==> src/nps_pkg.sv <==
`default_nettype none
package nps_pkg;

   // Command codes carried in req_tuser
   typedef enum logic [1:0] {
      OP_CLEAR  = 2'd0,
      OP_APPEND = 2'd1,
      OP_QUERY  = 2'd2
   } opcode_type;

   // Back-end sequencer states
   typedef enum logic [1:0] {
      BK_IDLE,
      BK_SCAN,
      BK_DRAIN,
      BK_REPLY
   } back_state_type;

   // Command queue status seen by front and back
   typedef struct packed {
      logic full;
      logic empty;
   } queue_status_type;

   localparam int OPCODE_BITS   = 2;
   localparam int INDEX_BITS    = 8;
   localparam int RSP_DATA_BITS = 16;

endpackage
`default_nettype wire

==> src/nps_cmd_queue.sv <==
`default_nettype none
module nps_cmd_queue #(
   parameter int WIDTH = 75
) (
   input  wire logic                      clock,
   input  wire logic                      reset,
   input  wire logic                      push_valid,
   input  wire logic [WIDTH-1:0]          push_data,
   input  wire logic                      pop,
   output logic [WIDTH-1:0]               head_data,
   output nps_pkg::queue_status_type      status
);

   logic [WIDTH-1:0] entries_ff [2];
   logic             wr_ptr_ff, wr_ptr_in;
   logic             rd_ptr_ff, rd_ptr_in;
   logic [1:0]       fill_ff, fill_in;
   logic             push_fire, pop_fire;

   assign status.full  = (fill_ff == 2'd2);
   assign status.empty = (fill_ff == 2'd0);
   assign push_fire    = push_valid && !status.full;
   assign pop_fire     = pop && !status.empty;
   assign head_data    = entries_ff[rd_ptr_ff];

   // Advance pointers and fill level
   always_comb begin
      wr_ptr_in = push_fire ? !wr_ptr_ff : wr_ptr_ff;
      rd_ptr_in = pop_fire ? !rd_ptr_ff : rd_ptr_ff;
      fill_in   = fill_ff + {1'b0, push_fire} - {1'b0, pop_fire};
   end

   always_ff @(posedge clock) begin
      if (reset) begin
         wr_ptr_ff <= 1'b0;
         rd_ptr_ff <= 1'b0;
         fill_ff   <= 2'd0;
      end else begin
         wr_ptr_ff <= wr_ptr_in;
         rd_ptr_ff <= rd_ptr_in;
         fill_ff   <= fill_in;
      end
   end

   // Store the pushed transaction
   always_ff @(posedge clock) begin
      if (push_fire) begin
         entries_ff[wr_ptr_ff] <= push_data;
      end
   end

endmodule
`default_nettype wire

==> config.mk <==
export PLATFORM = sky130hd
export DESIGN_NAME = nps_cmd_queue
export DESIGN_NICKNAME = d
export VERILOG_FILES = /design/src/nps_pkg.sv /design/src/nps_cmd_queue.sv
export SDC_FILE = /design/constraint.sdc
export NUM_CORES = 1
export LEC_CHECK = 0
export BUFFER_PORTS_ARGS = -buffer_cell sky130_fd_sc_hd__buf_4
export CAP_MARGIN = 20
export CORE_UTILIZATION = 56
export CTS_CLUSTER_SIZE = 20
export DETAILED_ROUTE_END_ITERATION = 10
export PLACE_DENSITY = 0.85
export SLEW_MARGIN = 20
export SYNTH_ARGS = -nofsm -noshare
export SYNTH_HDL_FRONTEND = slang
export SYNTH_SLANG_ARGS = --single-unit
==> constraint.sdc <==
create_clock -name clock -period 6.2 [get_ports clock]
set_clock_uncertainty 0.15 [all_clocks]
set_input_delay 0.62 -clock clock [delete_from_list [all_inputs] [get_ports clock]]
set_output_delay 0.62 -clock clock [all_outputs]
set_load 0.05 [all_outputs]
# --- Yosys cells after proc, flatten, opt, wreduce, memory -nomap -nowiden ---
# Memory sizes are Yosys's and may differ from the RTL's. A register that Yosys moved wholly into a read port is not among the register bits.
# Cells that the tools add are included.
totals:
  regBits: 4
  mem_bits_rw: 150
  wordCells: 18
  mem_count: 1
op_classes:
  addsub: 2
  eq_ne: 1
  muxes: 4
  reduce_logical: 7
mem_list:
  columns: ["memory", "words", "word_bits", "rd", "rd_ports_with_merged_regs", "wr", "line", "text"]
  rows:
  - ["entries_ff", 2, 75, 1, 1, 1, "nps_cmd_queue.sv:14", "logic [WIDTH-1:0] entries_ff [2];"]
op_table:
  columns: ["op", "count"]
  rows:
  - ["zero test 1 bit", 4]
  - ["2-to-1 mux 1 bit", 4]
  - ["adder 2 x 1 -> 2 bit", 1]
  - ["== test 2 bit, second input constant", 1]
  - ["logical AND 1 bit", 2]
  - ["zero test 2 bit", 1]
  - ["subtractor 2 x 1 -> 2 bit", 1]

# --- Logic depth before layout (Yosys ltp) ---
# Gate-level depths: netlist (run 1).
logic_depth:
  depth_word: 5
  ltp_mapped: 8
  ltp_nobuf: 8

# --- Worst setup path before layout (run 1) ---
# OpenSTA, ideal clock, no wires.
synth_timing:
  path_type: "in2reg"
  from: "input port push_valid"
  to: "memory entries_ff[0][0] (enable)"
  setup_ns: 0.429
  t_arrival_ns: 2.477
  required_ns: 5.621
  path_slack_ns: 3.144
  path_stages: 3
  path_cell_list: "inv_1 or3_1 inv_1"
synth_via:
  elab_chain_cells: 3
synth_rtl:
  columns: ["element", "line", "text"]
  rows:
  - ["start, declared", "nps_cmd_queue.sv:7", "input wire logic push_valid,"]
  - ["logical AND 1 bit", "nps_cmd_queue.sv:22", "assign push_fire = push_valid && !status.full;"]
  - ["2-to-1 mux 1 bit", "nps_cmd_queue.sv:47", "if (push_fire) begin"]
  - ["2-to-1 mux 1 bit (implied by the code)", "nps_cmd_queue.sv:48", "entries_ff[wr_ptr_ff] <= push_data;"]
  - ["end, declared", "nps_cmd_queue.sv:14", null]
# No other way between the ends.

==> results of run 1 <==
==> metrics by stage <==
stage               hold slack (ns)  setup WS, ns  total power [W]
finish                       0.1482         3.268         0.003775
global route                 0.1166         3.131         0.003918
CTS                          0.1243         3.214         0.003809
detailed placement           0.3376         3.475         0.002764
global placement             0.3273         3.503         0.002739
floorplan                    0.3015         3.144         0.002383
==> cell families (layout without fill, tap and decap cells) <==
logic type | after synthesis | count (layout)
flip-flops | 155 | 155
adder cells (fa/ha/maj) | 2 | 2
multiplexers | 75 | 75
XOR/XNOR | 2 | 2
buffers and inverters | 12 | 190
AO/OA/AOI/OAI | 3 | 3
AND/OR/NAND/NOR | 11 | 11
==> worst min path at each step <==
| stage | depth (start not counted) | to | start | slack, ns |
|---|---|---|---|---|
| 2_1_floorplan | 2 | wr_ptr_ff$_SDFFE_PP0P_ | wr_ptr_ff$_SDFFE_PP0P_ | 0.30 |
| 3_5_place_dp | 2 | wr_ptr_ff$_SDFFE_PP0P_ | wr_ptr_ff$_SDFFE_PP0P_ | 0.34 |
| 4_1_cts | 2 | flip-flop | reset | 0.12 |
| 5_1_grt | 1 | entries_ff[1][64]$_DFFE_PP_ | push_data[64] | 0.12 |
| 3_3_place_gp | 2 | wr_ptr_ff$_SDFFE_PP0P_ | wr_ptr_ff$_SDFFE_PP0P_ | 0.33 |
| 6_report | 2 | flip-flop | reset | 0.15 |
==> worst max-delay path, cell delays in order, from the launching register on <==
cell and delay, ns:
dfxtp_4 1.01, mux2_1 0.42, buf_4 0.20
==> sequential cells by signal (all words and copies together), names as in the netlist, named ones only <==
| register | cells |
|---|---|
| rd_ptr_ff | 1 |
| entries_ff | 150 |
| wr_ptr_ff | 1 |
| fill_ff | 2 |
==> cells in the final DEF (no fill, tap or decap), types with 2 or more instances in the layout <==
master / netlist / final
buf_4: 1 / 156
bufinv_16: 0 / 5
clkbuf_1: 0 / 2
clkbuf_16: 0 / 16
clkinv_1: 0 / 3
clkinv_2: 0 / 4
dfxtp_1: 5 / 4
edfxtp_1: 150 / 150
ha_1: 2 / 2
inv_1: 3 / 2
mux2_1: 75 / 75
nor2_1: 4 / 4
==> layout make-up <==
type                            count  area [µm²]
Sequential cell                   155        4608
Fill cell                         550        2246
Tap cell                          133       166.4
Clock buffer                       19       421.7
Inverter                            4       16.27
Clock inverter                     11       176.4
Multi-Input combinational cell     93       968.4
Timing Repair Buffer              156        1171
==> synth_stat cells <==
library cell	number	area (µm²)
edfxtp_1	150	4504
mux2_1	75	844.6
buf_6	5	56.30
dfxtp_1	5	100.1
nor2_1	4	15.01
inv_1	3	11.26
buf_2	2	10.01
ha_1	2	25.02
a21oi_1	1	5.000
and2_1	1	6.260
and3_2	1	7.510
buf_4	1	7.510
inv_2	1	3.750
nand2_1	1	3.750
nand2b_2	1	8.760
nor2b_1	1	6.260
nor3_1	1	5.000
o21a_2	1	8.760
o21ai_0	1	5.000
or3_1	1	6.260
xnor2_1	1	8.760
xor2_1	1	8.760
==> routing by layer <==
layer  up-vias  global-route usage [%]  share of wire [%]
met5         -                       0                  0
met4         0                   6.923                1.0
met3        10                   6.441                7.3
met2       120                   32.36                 51
met1      1403                   22.69                 40
li1       1355                       -                  -
==> power by group <==
part / internal [W] / switching, W / leakage (nW)
combinational: 0.000405 / 0.000882 / 1.12
clock: 0.000683 / 0.000356 / 0.294
sequential: 0.00134 / 0.000110 / 1.44
total: 0.00243 / 0.00135 / 2.86
==> results.sh, run 1 <==
export IMPL_status="complete, no violations"
export IMPL_syn_area_um2=5658
export IMPL_path_class="reg -> out"
export IMPL_rr_worst_depth=5
export IMPL_synth_seq_cells=155
export IMPL_clock_path_buffers=2
export IMPL_holdCritPathClass="in -> reg"
export IMPL_dp_cells=541
export IMPL_place_area_um2=6930
export IMPL_cts_tree="yes"
export IMPL_antenna_found_initial=0
export IMPL_muxShareOfSynthArea_pct=14.93
export IMPL_cts_buffers=17
export IMPL_setup_tns_ns=0
export IMPL_dieWidth_um=102.5
export IMPL_coreArea_um2=9774
export IMPL_yosysSeqAreaShare_pct=81.38
export IMPL_cts_resized=0
export IMPL_postCtsSetupBuffers=0
export IMPL_synth_net_count=341
export IMPL_drt_iter0_markers=98
export IMPL_die_h_um=102.5
export IMPL_synth_compound_gate_area_share_pct=0.3317
export IMPL_holdBufCountCts=0
export IMPL_viasPerCell=5.058
export IMPL_synth_top_family_by_area="multiplexers"
export IMPL_start_util_pct=57.89
export IMPL_clkSinkCount=155
export IMPL_synth_simple_area_share_pct=1.039
export IMPL_end_kind="primary output"
export IMPL_rrSetupSlack_ns=3.67
export IMPL_port_buffers=155
export IMPL_r2r_start="fill_ff[0]$_SDFF_PP0_"
export IMPL_finalNonFillerCells=571
export IMPL_grt_util_all_layers_pct=19.05
export IMPL_grt_pass1_vias=2951
export IMPL_total_leakage_power_nw=2.861
export IMPL_grt_pass1_wl_mm=14.30
export IMPL_vdd_ir_drop_max_mv=0.3387
export IMPL_synth_xor_area_share_pct=0.3096
export IMPL_clockRootBuffer="clkbuf_8"
export IMPL_hold_viol=0
export IMPL_htree_levels=4
export IMPL_nNetsFinal=508
export IMPL_max_slew_margin_pct=30.59
export IMPL_clk_pin_slew_worst_paths_ns=0.06
export IMPL_max_cap_violations=0
export IMPL_setup_violations=0
export IMPL_ant_nets=0
export IMPL_dieArea_um2=10510
export IMPL_critical_path_peak_fanout=75
export IMPL_postSynthAreaPerCell_um2=21.76
export IMPL_ios=156
export IMPL_areaGrowthSynthToFinish_pct=33.06
export IMPL_critPathLaunchType="flip-flop"
export IMPL_avgRoutedWirePerCell_um=17.30
export IMPL_cp_endpoint="head_data[37]"
export IMPL_final_area_um2=7528
export IMPL_fin_crit_sh_pct=47.29
export IMPL_dp_hpwl_mm=6.151
export IMPL_synth_fa_ha_area_share_pct=0.4423
export IMPL_firstDrtPassIters=4
export IMPL_synth_warnings=0
export IMPL_antenna_cells=0
export IMPL_drcViolationCount=0
export IMPL_cp_data_arrival_time_ns=2.16
export IMPL_gr_total_overflow=0
export IMPL_power_density_nw_per_um2=501.4
export IMPL_slew_viol_final=0
export IMPL_crit_required_ns=5.43
export IMPL_tightestPinTransition_ns=1.041
export IMPL_postLayoutCoreUtil_pct=77.02
export IMPL_wl_mm=9.876
export IMPL_num_rows=36
export IMPL_rsz0062_at_grt="no"
export IMPL_clkLatencyLatePin_ns=0.50
export IMPL_fin_crit_ns=2.932
export IMPL_synth_cell_types=22
export IMPL_gp_congestion=0.7091
export IMPL_fmax_mhz=341.1
export IMPL_synthCells=260
export IMPL_r2r_end="entries_ff[0][42]$_DFFE_PP_"
export IMPL_drive_above_1_share_pct=42.69
export IMPL_via_count=2888
export IMPL_grt_max_degree=76
No activity file was read; power rests on OpenSTA's default activity.
==> run 2, diff against run 1 <==
--- a/config.mk
+++ b/config.mk
@@ -7,10 +7,10 @@
 export LEC_CHECK = 0
 export BUFFER_PORTS_ARGS = -buffer_cell sky130_fd_sc_hd__buf_4
 export CAP_MARGIN = 20
-export CORE_UTILIZATION = 56
+export CORE_UTILIZATION = 47
 export CTS_CLUSTER_SIZE = 20
 export DETAILED_ROUTE_END_ITERATION = 10
-export PLACE_DENSITY = 0.85
+export PLACE_DENSITY = 0.76
 export SLEW_MARGIN = 20
 export SYNTH_ARGS = -nofsm -noshare
 export SYNTH_HDL_FRONTEND = slang
==> constraint.sdc (replaced) <==
create_clock -name clock -period 2.6 [get_ports clock]
set_clock_uncertainty 0.15 [all_clocks]
set_input_delay 0.26 -clock clock [delete_from_list [all_inputs] [get_ports clock]]
set_output_delay 0.26 -clock clock [all_outputs]
set_load 0.05 [all_outputs]
==> run 2 against run 1 <==
Net effect:
- core utilization fell by 4.8 points
- clock power rose by 130%
- final area rose by 11%
- first-iteration DRC count rose by 21%
- via count rose by 13%
- the run now ends with design-rule violations left
==> results.sh, run 2 (same netlist as run 1, synthesis figures left out) <==
export IMPL_fin_crit_sh_pct=83.91
export IMPL_clock_path_buffers=2
export IMPL_avgRoutedWirePerCell_um=16.81
export IMPL_fin_crit_ns=2.182
export IMPL_gp_congestion=0.7238
export IMPL_num_rows=39
export IMPL_power_density_nw_per_um2=1086
export IMPL_wl_mm=11.20
export IMPL_nNetsFinal=591
export IMPL_grt_util_all_layers_pct=19.09
export IMPL_largest_register="entries_ff"
export IMPL_crit_required_ns=2.19
export IMPL_largest_register_ffs=150
export IMPL_critical_path_peak_fanout=33
export IMPL_clk_pin_slew_worst_paths_ns=0.06
export IMPL_drcViolationCount=9
export IMPL_dp_hpwl_mm=6.614
export IMPL_violations="design-rule violations"
export IMPL_status="finished, violations left"
export IMPL_clockRootBuffer="clkbuf_16"
export IMPL_port_buffers=155
export IMPL_areaGrowthSynthToFinish_pct=47.57
export IMPL_die_h_um=111.7
export IMPL_setup_violations=0
export IMPL_clkLatencyLatePin_ns=0.41
export IMPL_grt_max_degree=43
export IMPL_postLayoutCoreUtil_pct=72.20
export IMPL_antenna_cells=0
export IMPL_viasPerCell=4.919
export IMPL_setup_tns_ns=0
export IMPL_max_slew_margin_pct=69.67
export IMPL_final_cell_mix="161 x buf_4, 150 x edfxtp_1, 76 x dlygate4sd3_1"
export IMPL_dieArea_um2=12480
export IMPL_max_cap_violations=0
export IMPL_holdCritPathClass="in -> reg"
export IMPL_cts_tree="yes"
export IMPL_cts_buffers=17
export IMPL_path_class="reg -> out"
export IMPL_grt_pass1_vias=3644
export IMPL_drt_iter0_markers=119
export IMPL_clkSinkCount=155
export IMPL_cts_resized=0
export IMPL_hold_viol=0
export IMPL_fin_ws_ns=0.4184
export IMPL_firstDrtPassIters=7
export IMPL_slew_viol_final=0
export IMPL_top_regs="entries_ff x150, fill_ff x2"
export IMPL_vdd_ir_drop_max_mv=0.6878
export IMPL_coreArea_um2=11560
export IMPL_via_count=3276
export IMPL_dieWidth_um=111.7
export IMPL_ant_nets=0
export IMPL_place_ws_ns=0.6823
export IMPL_gr_total_overflow=0
export IMPL_cp_data_arrival_time_ns=1.77
export IMPL_fmax_mhz=458.4
export IMPL_antenna_found_initial=0
export IMPL_final_area_um2=8349
export IMPL_htree_levels=4
export IMPL_end_kind="primary output"
export IMPL_drive_above_1_share_pct=36.90
export IMPL_ios=156
export IMPL_grt_pass1_wl_mm=17.68
export IMPL_rrSetupSlack_ns=0.69
export IMPL_start_util_pct=48.92
export IMPL_tightestPinTransition_ns=0.4549
export IMPL_total_leakage_power_nw=3.202
export IMPL_rsz0062_at_grt="no"
export IMPL_place_area_um2=7023
export IMPL_critPathLaunchType="flip-flop"
export IMPL_final_common_cell="buf_4"
-- run 2: power breakdown --
part           switching, W  internal, W  leakage (nW)  total [W]
clock              0.000882      0.00148         0.279    0.00237
combinational       0.00233      0.00109          1.48    0.00342
sequential        0.0000903      0.00319          1.44    0.00328
-- run 2: per-layer routing --
| metal | share of wire (%) | routed length [µm] | global-route usage (%) | up-vias |
|---|---|---|---|---|
| met2 | 53 | 5917 | 34.58 | 127 |
| met5 | 0 | 0 | 0 | - |
| met4 | 2.2 | 242 | 8.378 | 0 |
| li1 | - | - | - | 1521 |
| met3 | 6.3 | 711 | 5.607 | 21 |
| met1 | 39 | 4326 | 20.65 | 1607 |
-- run 2: critical path: stages (launching register included) --
cell     delay, ns
dfxtp_4       0.35
buf_4         0.39
mux2_1        0.39
buf_4         0.20
-- run 2: area by class of cell --
| class | count | area, µm² |
|---|---|---|
| multi-input combinational | 93 | 968.4 |
| inverter | 4 | 18.77 |
| sequential | 155 | 4608 |
| clock buffer | 20 | 436.7 |
| tap | 143 | 178.9 |
| clock inverter | 12 | 128.9 |
| fill | 717 | 3216 |
| timing repair buffer | 239 | 2009 |
-- run 2: path summary, 6_finish.rpt --
check | startpoint | endpoint | cells past startpoint
setup / recovery | flip-flop | head_data[8] | 3
hold / removal | pop | flip-flop | 4
setup reg to reg | fill_ff[0]$_SDFF_PP0_ | entries_ff[0][73]$_DFFE_PP_ | 5
hold reg to reg | wr_ptr_ff$_SDFFE_PP0P_ | wr_ptr_ff$_SDFFE_PP0P_ | 2
-- run 2: stage by stage --
stage | std cells | total power (W) | hold slack [ns]
CTS | 666 | 0.009135 | 0.07440
finish | 666 | 0.009064 | 0.09406
global route | 666 | 0.009376 | 0.09605
global placement | 558 | 0.006611 | 0.2958
detailed placement | 558 | 0.006665 | 0.2977
floorplan | 260 | 0.005678 | 0.1791
-- run 2: repair_timing --
| item | CTS | global route |
|---|---|---|
| hold endpoints to repair | 155 | 0 |
| hold buffers | 76 | 0 |
| setup buffers | 0 | 0 |
